[src/rtl/core/sobel_pkg.sv]
package sobel_pkg;

    // sample and arithmetic widths
    localparam int SAMPLE_BITS = 8;
    localparam int CHANNELS    = 3;
    localparam int GRAD_W      = SAMPLE_BITS + 3;
    localparam int SQ_W        = 2 * GRAD_W;
    localparam int ROOT_W      = GRAD_W;
    localparam int ROOT_STEPS  = ROOT_W;
    localparam int STEP_W      = $clog2(ROOT_STEPS);
    localparam int MIX_W       = 18;
    localparam int GRAY_W      = 11;

    // first trial bit of the square root, highest power of four in range
    localparam logic [SQ_W-1:0] ROOT_START = {2'b01, {(SQ_W-2){1'b0}}};

    // channel weights of the gray mix
    localparam logic [MIX_W-1:0] WEIGHT_RED   = MIX_W'(30);
    localparam logic [MIX_W-1:0] WEIGHT_GREEN = MIX_W'(59);
    localparam logic [MIX_W-1:0] WEIGHT_BLUE  = MIX_W'(11);

    // divide by 100 as multiply by ceil(2^25/100) and shift
    localparam int RECIP_W     = 19;
    localparam int RECIP_SHIFT = 25;
    localparam int PROD_W      = MIX_W + RECIP_W;
    localparam logic [RECIP_W-1:0] RECIP = 19'd335545;

    // configuration registers
    localparam int CFG_INDEX_W = 2;
    localparam int CFG_DATA_W  = 11;
    localparam logic [CFG_INDEX_W-1:0] REG_IMAGE_WIDTH  = 2'd0;
    localparam logic [CFG_INDEX_W-1:0] REG_IMAGE_HEIGHT = 2'd1;
    localparam logic [CFG_DATA_W-1:0]  WIDTH_RESET  = 11'd640;
    localparam logic [CFG_DATA_W-1:0]  HEIGHT_RESET = 11'd480;

    typedef logic [CHANNELS-1:0][SAMPLE_BITS-1:0] pixel_t;

    typedef enum logic [3:0] {
        ST_IDLE,
        ST_SHIFT,
        ST_GRAD,
        ST_SQUARE,
        ST_ROOT,
        ST_MIX,
        ST_SCALE,
        ST_QUOT,
        ST_OUT
    } state_t;

    typedef struct packed {
        logic take_pixel;
        logic shift;
        logic zero;
        logic grad;
        logic square;
        logic root_step;
        logic mix;
        logic scale;
        logic quot;
        logic emit;
    } dp_cmd_t;

    typedef struct packed {
        logic input_done;
        logic due;
        logic border;
        logic root_last;
        logic out_free;
    } dp_sts_t;

endpackage

[src/rtl/core/sobel_ctrl.sv]
module sobel_ctrl import sobel_pkg::*; (
    input  logic    aclk,
    input  logic    aresetn,
    input  logic    s_valid,
    input  logic    s_flush,
    output logic    s_ready,
    output dp_cmd_t cmd_o,
    input  dp_sts_t sts_i
);

    state_t state_reg;
    state_t state_next;

    // state register
    always_ff @(posedge aclk) begin
        if (!aresetn) begin
            state_reg <= ST_IDLE;
        end else begin
            state_reg <= state_next;
        end
    end

    // next state and datapath commands
    always_comb begin
        state_next = state_reg;
        cmd_o      = '0;
        s_ready    = 1'b0;
        unique case (state_reg)
            ST_IDLE: begin
                s_ready = 1'b1;
                if (s_valid) begin
                    if (sts_i.input_done) begin
                        cmd_o.zero = 1'b1;
                        state_next = ST_OUT;
                    end else if (!s_flush) begin
                        cmd_o.take_pixel = 1'b1;
                        state_next       = ST_SHIFT;
                    end
                end
            end
            ST_SHIFT: begin
                cmd_o.shift = 1'b1;
                if (!sts_i.due) begin
                    state_next = ST_IDLE;
                end else if (sts_i.border) begin
                    cmd_o.zero = 1'b1;
                    state_next = ST_OUT;
                end else begin
                    state_next = ST_GRAD;
                end
            end
            ST_GRAD: begin
                cmd_o.grad = 1'b1;
                state_next = ST_SQUARE;
            end
            ST_SQUARE: begin
                cmd_o.square = 1'b1;
                state_next   = ST_ROOT;
            end
            ST_ROOT: begin
                cmd_o.root_step = 1'b1;
                if (sts_i.root_last) begin
                    state_next = ST_MIX;
                end
            end
            ST_MIX: begin
                cmd_o.mix  = 1'b1;
                state_next = ST_SCALE;
            end
            ST_SCALE: begin
                cmd_o.scale = 1'b1;
                state_next  = ST_QUOT;
            end
            ST_QUOT: begin
                cmd_o.quot = 1'b1;
                state_next = ST_OUT;
            end
            ST_OUT: begin
                if (sts_i.out_free) begin
                    cmd_o.emit = 1'b1;
                    state_next = ST_IDLE;
                end
            end
            default: begin
                state_next = ST_IDLE;
            end
        endcase
    end

    // a result is only loaded into a free output register
    assert property (@(posedge aclk) disable iff (!aresetn) cmd_o.emit |-> sts_i.out_free)
        else $error("result loaded while output register busy");

    // window shift always follows a pixel transaction
    assert property (@(posedge aclk) disable iff (!aresetn)
        state_reg == ST_SHIFT |-> $past(state_reg) == ST_IDLE)
        else $error("window shift without pixel");

endmodule

[config.mk]
export PLATFORM = sky130hd
export DESIGN_NAME = sobel_ctrl
export DESIGN_NICKNAME = d
export VERILOG_FILES = /design/src/rtl/core/sobel_pkg.sv /design/src/rtl/core/sobel_ctrl.sv
export SDC_FILE = /design/constraint.sdc
export NUM_CORES = 1
export LEC_CHECK = 0
export ABC_CLOCK_PERIOD_IN_PS = 1300
export BUFFER_PORTS_ARGS = -buffer_cell sky130_fd_sc_hd__buf_4
export CAP_MARGIN = 20
export CORE_AREA = 4 4 41 43
export DETAILED_ROUTE_END_ITERATION = 8
export DIE_AREA = 0 0 45 47
export SLEW_MARGIN = 20
export SYNTH_ARGS = -nofsm -noshare
export SYNTH_HDL_FRONTEND = slang
export SYNTH_SLANG_ARGS = --single-unit
[constraint.sdc]
create_clock -name aclk -period 1.3 [get_ports aclk]
set_clock_uncertainty 0.1 [all_clocks]
set_input_delay 0.13 -clock aclk [delete_from_list [all_inputs] [get_ports aclk]]
set_output_delay 0.13 -clock aclk [all_outputs]
set_load 0.05 [all_outputs]
Word-level counts from Yosys, hierarchy flattened. Index checks and enable logic that the tools add are counted.

Flip-flop bits (word level): 4. Latch bits: 0. RAM bits: 0. Bits in read-only memories: 0. Input bits: 9. Output and inout bits: 11. Logic and storage cells: 42. Memories kept: 0.

Add/subtract/negate cells: 0. Multipliers: 0. Div/mod/pow operators: 0. Magnitude comparators: 0. Equal/unequal tests: 12. Shift-type cells: 0. Mux-type cells: 27. Bitwise operators: 0. Reductions and logical operators: 2.

Operators with widths (number): 4-bit one-hot mux with 9 select lines (1); 4-bit two-way mux (7); 1-bit two-way mux (18); 4-bit by 3-bit == test with 1-bit output, second input constant (4); 4-bit by 2-bit == test with 1-bit output, second input constant (2); 2-bit != test, second input constant (3); 4-bit by 1-bit == test with 1-bit output, second input constant (1); 4-bit == test, second input constant (1); 4-bit logical NOT (1); 4-bit AND reduction (1); 3-bit != test, second input constant (1); 1-bit one-hot mux with 2 select lines (1).

Depth between registers and ports, before layout. Gate-level depths: netlist of run 1.

Depth in word-level cells: 4. Depth in mapped cells: 4. Gate-level depth less buffers: 3.

Worst setup path after synthesis of run 1. OpenSTA, ideal clock, no wires.

Path kind: register to output. Start point: reg state_reg[1]. End point: out cmd_o[9] in the netlist's numbering. Data arrival time: 2.740 ns. Data required time: 1.070 ns. Path slack: -1.670 ns. Cell stages (with the launch flop): 5. Buffers on the path: 1. Cell sequence: dfxtp_1 buf_2 nor4_2 nand2_1 nor3_1.

RTL lines: from (decl) (RTL line sobel_ctrl.sv:11) `state_t state_reg;`; from (signal assigned) (RTL line sobel_ctrl.sv:19) `state_reg <= state_next;`; to (decl) (RTL line sobel_ctrl.sv:7) `output dp_cmd_t cmd_o,`.

==> metrics.md, run 1 <==
| Metric | Value |
|---|---|
| Unique masters post-synth | 23 |
| Req. time, crit path | 1.07 ns |
| Failing checks | negative setup slack |
| Main area contributors after synthesis | dfxtp_1 23%, nand2b_1 7.1%, nor3_1 7.1% |
| VDD IR-drop max | approximately 0.68 mV |
| Synthesized Nets | between 50 and 60 |
| Largest fanout on the critical path | 5 |
| Area fraction of the dominant cell type after synthesis | 22.86% |
| DP Cell Count | 86 |
| Initial DRT Pass Iterations | 3 |
| Final worst slack | -0.3126 ns |
| Maxcap violations | 0 |
| P&R area growth vs syn | 175.4% |
| Global-route wire length before repair | 2518 µm |
| Syn. warnings | 0 |
| Most common cell in the netlist | nor3_1 |
| Fmax | 620.1 MHz |
| Initial antenna violation count | 0 |
| Slew Limit Fails | 0 |
| Post-synthesis sequential area ratio | ~23% |
| Critical Path End Type | output port |
| Die extent in x | 45 µm |
| Die area | approximately 2100 µm² |
| GRT Total Usage | between 10% and 20% |
| DPL Wire Length | just over 800 µm |
| R2R setup slack | -0.16 ns |
| Yosys top cell by area | dfxtp_1 |
| Tot Pwr | 606.4 µW |
| Pin count of the biggest net entering global routing | 8 |
| Sink Count | 4 |
| Post-synth EDFFs | 0 |
| DRT iter0 DRCs | 2 |
| Hold Path Class | in2reg |
| Share of flip-flops with an asynchronous set or reset | 0% |
| Core Rows | 13 |
| WP data arrival | 1.38 ns |
| CTS Buf Count | 3 |
| Clock Latency Late Sink | 0.24 ns |
| Routed WL per cell | 13.97 µm |
| Final period utilization | 124.0% |
| Slew HR | about four fifths |
| Die H | 47 µm |
| Pwr Density | about 630 nW/µm² |
| CTS tree | built |
| Vias per cell | about 5 |
| Final setup violation count | 13 |
| Final min period | around 1.6 ns |
| Setup_tns | -2.656 ns |
| Proportion of layout cells with a drive suffix above 1 | 79.55% |
| Maximum root-to-sink buffer count | 2 |
| # DRC | 0 |
| Initial core utilization | a little over a quarter |
| Syn Inst Count | 46 |
| Worst-Margin Slew | around 0.3 ns |
| Synthesized area | 350.3 µm² |
| Post-Route WL | 1439 µm |
| CP startpoint kind | flip-flop |
| Max reg flops | 4 |
| Yosys reg bits | 4 |
| Layout Cells excl Fill | between 100 and 150 |
| Final hold violation count | 0 |
| Synth top cells by count | 5 x nor3_1, 4 x dfxtp_1, 4 x nand2b_1, 4 x nor2_1 |
| Critical path class | reg2out |
| Number of global-route vias before repair | 550 |
| Syn avg cell area | about 7.6 µm² |
| H-Tree Depth | 1 |
| Vias | 520 |
| Routability cong. | between 0.6 and 0.7 |
| I/O Buffers | 19 |
| CTS clk-pin slew, worst paths | approximately 0.040 ns |
| Ports | 20 |
| Clock root cell | clkbuf_4 |
| Final #Nets | a little under 100 |
| Status | complete, but fails checks |
| Core Area | about 1300 µm² |
| Cts-stage hold buffer count | 0 |
| Ant diodes | 0 |
| Unrepaired setup endpoints after global routing | yes |
| Top FF cell, synth | dfxtp_1 |
| Global route overflow | 0 |
| LEAKAGE | about 0.44 nW |
| ANT nets after route | 0 |
final cells by class:
type,count,area [µm²]
Fill cell,93,336.6
Inverter,2,7.507
Sequential cell,4,92.59
Timing Repair Buffer,43,416.7
Tap cell,15,18.77
Clock buffer,3,22.52
Multi-Input combinational cell,36,406.6
through the flow:
stage                     worst slack, ns  hold WS, ns  area (µm²)  util [%]
final                             -0.3126      0.03423       964.7     74.13
after global routing              -0.3870      0.02507       964.7     74.13
after CTS                         -0.3520      0.03099       918.4     70.58
after detailed placement          -0.2473       0.2856       618.1     47.50
after global placement            -0.2048       0.2839       618.1     47.50
after floorplan                   -0.7897       0.1612       416.7         -
final timing paths:
check                from            to  cells after the start
max          state_reg[2]      cmd_o[7]                      4
min               aresetn  state_reg[3]                      2
max reg2reg  state_reg[1]  state_reg[3]                      4
min reg2reg  state_reg[1]  state_reg[0]                      2
repair_timing:
| item | CTS | global route |
|---|---|---|
| setup buffers | 15 | 3 |
| pin swaps | 13 | 10 |
| endpoints found under the hold margin | 0 | 0 |
| gates resized for setup | 43 | 9 |
| endpoints found under the setup margin | 13 | 13 |
| gates cloned | 0 | 0 |
layout by cell type (no fill, tap or decap):
cell type  count
dfxtp_4        3
o311a_1        2
nor2b_1        3
o31ai_2        1
and3b_1        1
a2111oi_4      1
and3_1         1
nand3_1        1
nand2_4        1
nor4_4         1
nand2_1        1
and3_4         1
buf_8          4
nor2_1         2
nand2_2        1
buf_4         22
nand2b_1       2
a21oi_2        1
nor3_4         5
o21bai_4       1
nor2_4         2
clkbuf_4       3
nor4b_4        1
nor3b_4        1
xor2_1         1
or4b_4         1
o21ai_0        1
a21oi_1        1
nand2b_4       2
buf_6         17
inv_1          2
dfxtp_2        1
metal layers:
metal,routed length [µm],global-route usage [%],part of all wire [%],up-vias
li1,-,-,-,252
met2,784,30.23,54,16
met1,573,18.37,40,250
met3,61,6.513,4.2,2
met4,19,5.263,1.3,0
met5,0,0,0,-
where the power goes:
group / switching [mW] / internal (mW) / total, mW
Clock: 0.0553 / 0.104 / 0.159
Sequential: 0.0110 / 0.127 / 0.138
Combinational: 0.146 / 0.164 / 0.310
logic make-up (layout without fill, tap and decap cells):
logic type / Yosys count / count (layout) / synth area share (%)
and+or+nand+nor: 27 / 27 / 47.49
AOI/OAI and AO/OA: 8 / 8 / 18.57
buffers and inverters: 6 / 48 / 8.572
DFF: 4 / 4 / 22.86
xor gates and xnor gates: 1 / 1 / 2.500
critical path, stage by stage (launching register included):
cell and delay (ns):
dfxtp_4 0.37, nor4b_4 0.28, and3_1 0.21, o21bai_4 0.12
buf_6 0.17
Note: power is estimated with default switching activity, not from simulation.
==> run 2, diff against run 1 <==
--- a/config.mk
+++ b/config.mk
@@ -8,9 +8,9 @@
 export ABC_CLOCK_PERIOD_IN_PS = 1300
 export BUFFER_PORTS_ARGS = -buffer_cell sky130_fd_sc_hd__buf_4
 export CAP_MARGIN = 20
-export CORE_AREA = 4 4 41 43
+export CORE_MARGIN = 4
+export CORE_UTILIZATION = 25
 export DETAILED_ROUTE_END_ITERATION = 8
-export DIE_AREA = 0 0 45 47
 export SLEW_MARGIN = 20
 export SYNTH_ARGS = -nofsm -noshare
 export SYNTH_HDL_FRONTEND = slang
==> metrics.md, run 2 (same netlist as run 1, synthesis figures left out) <==
| Metric | Value |
|---|---|
| Status | complete, but fails checks |
| Failing checks | negative setup slack |
| Worst Setup SP | state_reg[3] |
| CTS tree | built |
| Hold Path Class | in2reg |
| DRT iter0 DRCs | 5 |
| Final period utilization | 125.0% |
| ANT nets after route | 0 |
| Setup_tns | -2.332 ns |
| Die H | approximately 45 µm |
| Hold Crit Start | aresetn |
| CP startpoint kind | flip-flop |
| Initial antenna violation count | 0 |
| Worst R2R End | state_reg[3] |
| Routed WL per cell | 12.91 µm |
| CTS clk-pin slew, worst paths | approximately 0.030 ns |
| DP Cell Count | 90 |
| Critical R2R Launch | state_reg[1] |
| Maximum root-to-sink buffer count | 2 |
| DP Worst Slack | -0.2395 ns |
| Most frequent cells in the layout | 21 x buf_4, 16 x buf_6, 5 x nor3_4, 4 x buf_8, 4 x dfxtp_4 |
| Sink Count | 4 |
| Most common cell after layout, fill and taps aside | buf_4 |
| CTS Buf Count | 3 |
| Final #Nets | 97 |
| Clock Latency Late Sink | 0.24 ns |
| Final min period | roughly 1.6 ns |
| R2r worst-path depth | 4 |
| Routability cong. | approximately 0.73 |
| Pin count of the biggest net entering global routing | 12 |
| P&R area growth vs syn | 166.8% |
| Max reg flops | 4 |
| Vias | 504 |
| Final Instance Area | slightly above 900 µm² |
| VDD IR-drop max | approximately 0.38 mV |
| Global-route wire length before repair | ~2100 µm |
| Initial core utilization | 26.59% |
| Vias per cell | approximately 5.0 |
| Crit-path slowest cell | dfxtp_4 |
| Worst-path cell chain | nor4b_4 > and3_4 > o21bai_4 > buf_8 |
| Initial DRT Pass Iterations | 2 |
| Slew Limit Fails | 0 |
| Unrepaired setup endpoints after global routing | yes |
| Req. time, crit path | 1.07 ns |
| Final worst slack | -0.3247 ns |
| Final setup violation count | 13 |
| Fmax | about 620 MHz |
| Pwr Density | about 640 nW/µm² |
| LEAKAGE | between 0.4 and 0.5 nW |
| Core Rows | 13 |
| Critical path class | reg2out |
| CP endpoint | cmd_o[7] |
| Number of global-route vias before repair | between 500 and 600 |
| GRT Total Usage | approximately 14% |
| Tot Pwr | 600.7 µW |
| Core Area | ~1300 µm² |
| Ports | 20 |
| Slew HR | around 83% |
| Final hold violation count | 0 |
| Largest fanout on the critical path | 5 |
| Delay of the slowest critical-path stage | 0.36 ns |
| Die extent in x | between 40 and 50 µm |
| Final Util | about 71% |
| Post-Route WL | ~1300 µm |
| Post-place instance area | between 600 and 700 µm² |
| I/O Buffers | 19 |
| Die area | just over 2000 µm² |
| Hold slack | ~0.053 ns |
| Worst-Margin Slew | between 0.2 and 0.3 ns |
| Critical Path End Type | output port |
| Fillers | ~100 |
| Maxcap violations | 0 |
| Layout Cells excl Fill | 101 |
| H-Tree Depth | 1 |
| DPL Wire Length | approximately 830 µm |
| R2R setup slack | -0.21 ns |
| WP data arrival | between 1 and 1.5 ns |
| Ant diodes | 0 |
| Global route overflow | 0 |
| Proportion of layout cells with a drive suffix above 1 | between 70% and 80% |
| # DRC | 0 |
| Clock root cell | clkbuf_4 |
[run 2: area by class of cell]
class | instances | area, µm² | area share, %
Inverter | 2 | 7.507 | 0.8032
Sequential cell | 4 | 95.09 | 10.17
Timing Repair Buffer | 41 | 397.9 | 42.57
Multi-Input combinational cell | 36 | 392.9 | 42.03
Tap cell | 15 | 18.77 | 2.008
Clock buffer | 3 | 22.52 | 2.410
[run 2: worst min-delay path by stage]
stage	end	slack (ns)	cells past startpoint
2_1_floorplan	state_reg[3]	0.16	1
3_5_place_dp	state_reg[3]	0.30	2
3_3_place_gp	state_reg[3]	0.31	2
6_report	state_reg[3]	0.05	2
5_1_grt	state_reg[3]	0.05	2
4_1_cts	state_reg[3]	0.05	2
[run 2: per-layer routing]
layer  GRT usage (%)  wire length [µm]
met5               0                 0
met4           4.094                41
met3           5.534                83
met2           26.46               724
met1           14.32               454
[run 2: where the power goes]
| group | switching, mW | internal [mW] | total [mW] | leakage, nW |
|---|---|---|---|---|
| clock network | 0.0512 | 0.103 | 0.154 | 0.0138 |
| logic | 0.141 | 0.165 | 0.306 | 0.364 |
| registers | 0.0143 | 0.126 | 0.140 | 0.0355 |
[run 2: worst max-delay path, delay by kind of cell, from the launching register on]
kind	cells	cell delay, ns
simple gates	2	0.53
buf+inv	1	0.16
compound gates	1	0.11
flops	1	0.36
[run 2: what timing repair did]
action                                  CTS  global route
gates resized for setup                  37            11
hold buffers                              0             0
buffers inserted                          7             2
pin swaps                                 9             5
endpoints found under the setup margin   13            13
==> run 3, diff against run 2 <==
--- a/config.mk
+++ b/config.mk
@@ -11,6 +11,7 @@
 export CORE_MARGIN = 4
 export CORE_UTILIZATION = 25
 export DETAILED_ROUTE_END_ITERATION = 8
+export REMOVE_ABC_BUFFERS = 1
 export SLEW_MARGIN = 20
 export SYNTH_ARGS = -nofsm -noshare
 export SYNTH_HDL_FRONTEND = slang
==> metrics.md, run 3 (same netlist as run 1, synthesis figures left out) <==
| Metric | Value |
|---|---|
| Most frequent cells in the layout | 24 x buf_4, 15 x buf_6, 5 x buf_8, 4 x nor3_4, 4 x dfxtp_4 |
| CTS Buf Count | 3 |
| Req. time, crit path | roughly 1.1 ns |
| Final period utilization | 125.5% |
| Initial core utilization | about a quarter |
| Slew HR | 82.95% |
| Most common cell after layout, fill and taps aside | buf_4 |
| Delay of the slowest critical-path stage | roughly 0.38 ns |
| R2r worst-path depth | 4 |
| Routability cong. | 0.8372 |
| Slew Limit Fails | 0 |
| Final min period | roughly 1.6 ns |
| Clock root cell | clkbuf_4 |
| Ant diodes | 0 |
| Crit-path slowest cell | dfxtp_4 |
| DP Cell Count | roughly 90 |
| Hold Path Class | in2reg |
| ANT nets after route | 0 |
| WP data arrival | between 1 and 1.5 ns |
| Layout Cells excl Fill | 104 |
| Worst R2R End | state_reg[3] |
| CTS clk-pin slew, worst paths | 0.04 ns |
| Number of global-route vias before repair | between 400 and 500 |
| Fmax | ~610 MHz |
| Setup_tns | -2.570 ns |
| Ports | 20 |
| CP startpoint kind | flip-flop |
| Pin count of the biggest net entering global routing | 8 |
| Proportion of layout cells with a drive suffix above 1 | 77.53% |
| Clock Latency Late Sink | roughly 0.23 ns |
| LEAKAGE | between 0.4 and 0.5 nW |
| Final worst slack | -0.3312 ns |
| Global-route wire length before repair | 2180 µm |
| Status | complete, but fails checks |
| Maxcap violations | 0 |
| I/O Buffers | 19 |
| Worst-Margin Slew | roughly 0.25 ns |
| Routed WL per cell | 13.93 µm |
| Worst-path cell chain | nor4b_4 > and3_1 > o21bai_1 > buf_4 |
| Final hold violation count | 0 |
| Vias | between 500 and 600 |
| Hold Crit Depth | 2 |
| Failing checks | negative setup slack |
| Sink Count | 4 |
| Critical R2R Launch | state_reg[2] |
| Critical path class | reg2out |
| Die extent in x | between 40 and 50 µm |
| Final setup violation count | 13 |
| Initial antenna violation count | 0 |
| # DRC | 0 |
| Cell family with most CP delay | simple AND/OR/NAND/NOR gates |
| Hold Crit Start | aresetn |
| P&R area growth vs syn | 174.6% |
| Global route overflow | 0 |
| Final Util | approximately three quarters |
| Initial DRT Pass Iterations | 4 |
| R2R setup slack | -0.17 ns |
| Die H | 45.44 µm |
| CTS tree | built |
| Vias per cell | approximately 4.9 |
| Core Area | between 1000 and 1500 µm² |
| Max reg flops | 4 |
| Die area | ~2100 µm² |
| Worst hold path endpoint | state_reg[3] |
| Largest fanout on the critical path | 7 |
| GRT Total Usage | between 10% and 20% |
| VDD IR-drop max | ~0.56 mV |
| Pwr Density | 620.2 nW/µm² |
| CP bufs+invs | 1 |
| H-Tree Depth | 1 |
| Post-Route WL | roughly 1400 µm |
| Critical Path End Type | output port |
| Final #Nets | 100 |
| Unrepaired setup endpoints after global routing | yes |
| Core Rows | 13 |
| Hold slack | between 0.04 and 0.05 ns |
| DPL Wire Length | approximately 880 µm |
| Maximum root-to-sink buffer count | 2 |
| Tot Pwr | approximately 600 µW |
| DRT iter0 DRCs | 8 |
run 3: layout make-up:
type | count | area, µm²
clock buffer | 3 | 22.52
fill | 94 | 355.3
inverter | 2 | 7.507
multi-input combinational | 36 | 394.1
sequential | 4 | 95.09
tap | 15 | 18.77
timing repair buffer | 44 | 424.2
run 3: timing repair:
| item | 4_1_cts | 5_1_grt |
|---|---|---|
| pin swaps | 10 | 11 |
| gates resized for setup | 45 | 15 |
| hold endpoints to repair | 0 | 0 |
| hold buffers | 0 | 0 |
| endpoints found under the setup margin | 13 | 13 |
| setup buffers | 6 | 5 |
run 3: where the power goes:
part	switching (mW)	total, mW	internal (mW)
clock network	0.0505	0.154	0.103
logic	0.138	0.301	0.163
registers	0.0158	0.142	0.126
total	0.204	0.597	0.393
run 3: routing by layer:
metal  vias up  track usage (%)  part of all wire [%]
li1        252                -                     -
met1       237            19.33                    40
met2        24            23.12                    54
met3         0            2.767                   6.7
met4         0            3.509                     0
met5         -                0                     0
run 3: worst register-to-register path, cell delays in order, from the launching register on:
cell,delay (ns)
dfxtp_4,0.38
buf_4,0.15
or4b_4,0.49
a21oi_4,0.13
o311a_1,0.16
run 3: how the worst max path moves through the flow:
stage | start | to | slack [ns] | cells past startpoint
after global placement | state_reg[1] | cmd_o[7] | -0.14 | 4
after floorplan | state_reg[1] | cmd_o[9] | -1.61 | 3
after CTS | state_reg[2] | cmd_o[7] | -0.33 | 4
after detailed placement | state_reg[1] | cmd_o[9] | -0.17 | 4
after global routing | state_reg[2] | cmd_o[7] | -0.42 | 4
final | state_reg[2] | cmd_o[7] | -0.33 | 4
run 3: metrics by stage:
stage,setup slack (ns),instance area (µm²)
floorplan,-1.613,327.8
global placement,-0.1361,601.8
detailed placement,-0.1711,601.8
CTS,-0.3346,854.6
global route,-0.4206,962.2
finish,-0.3312,962.2
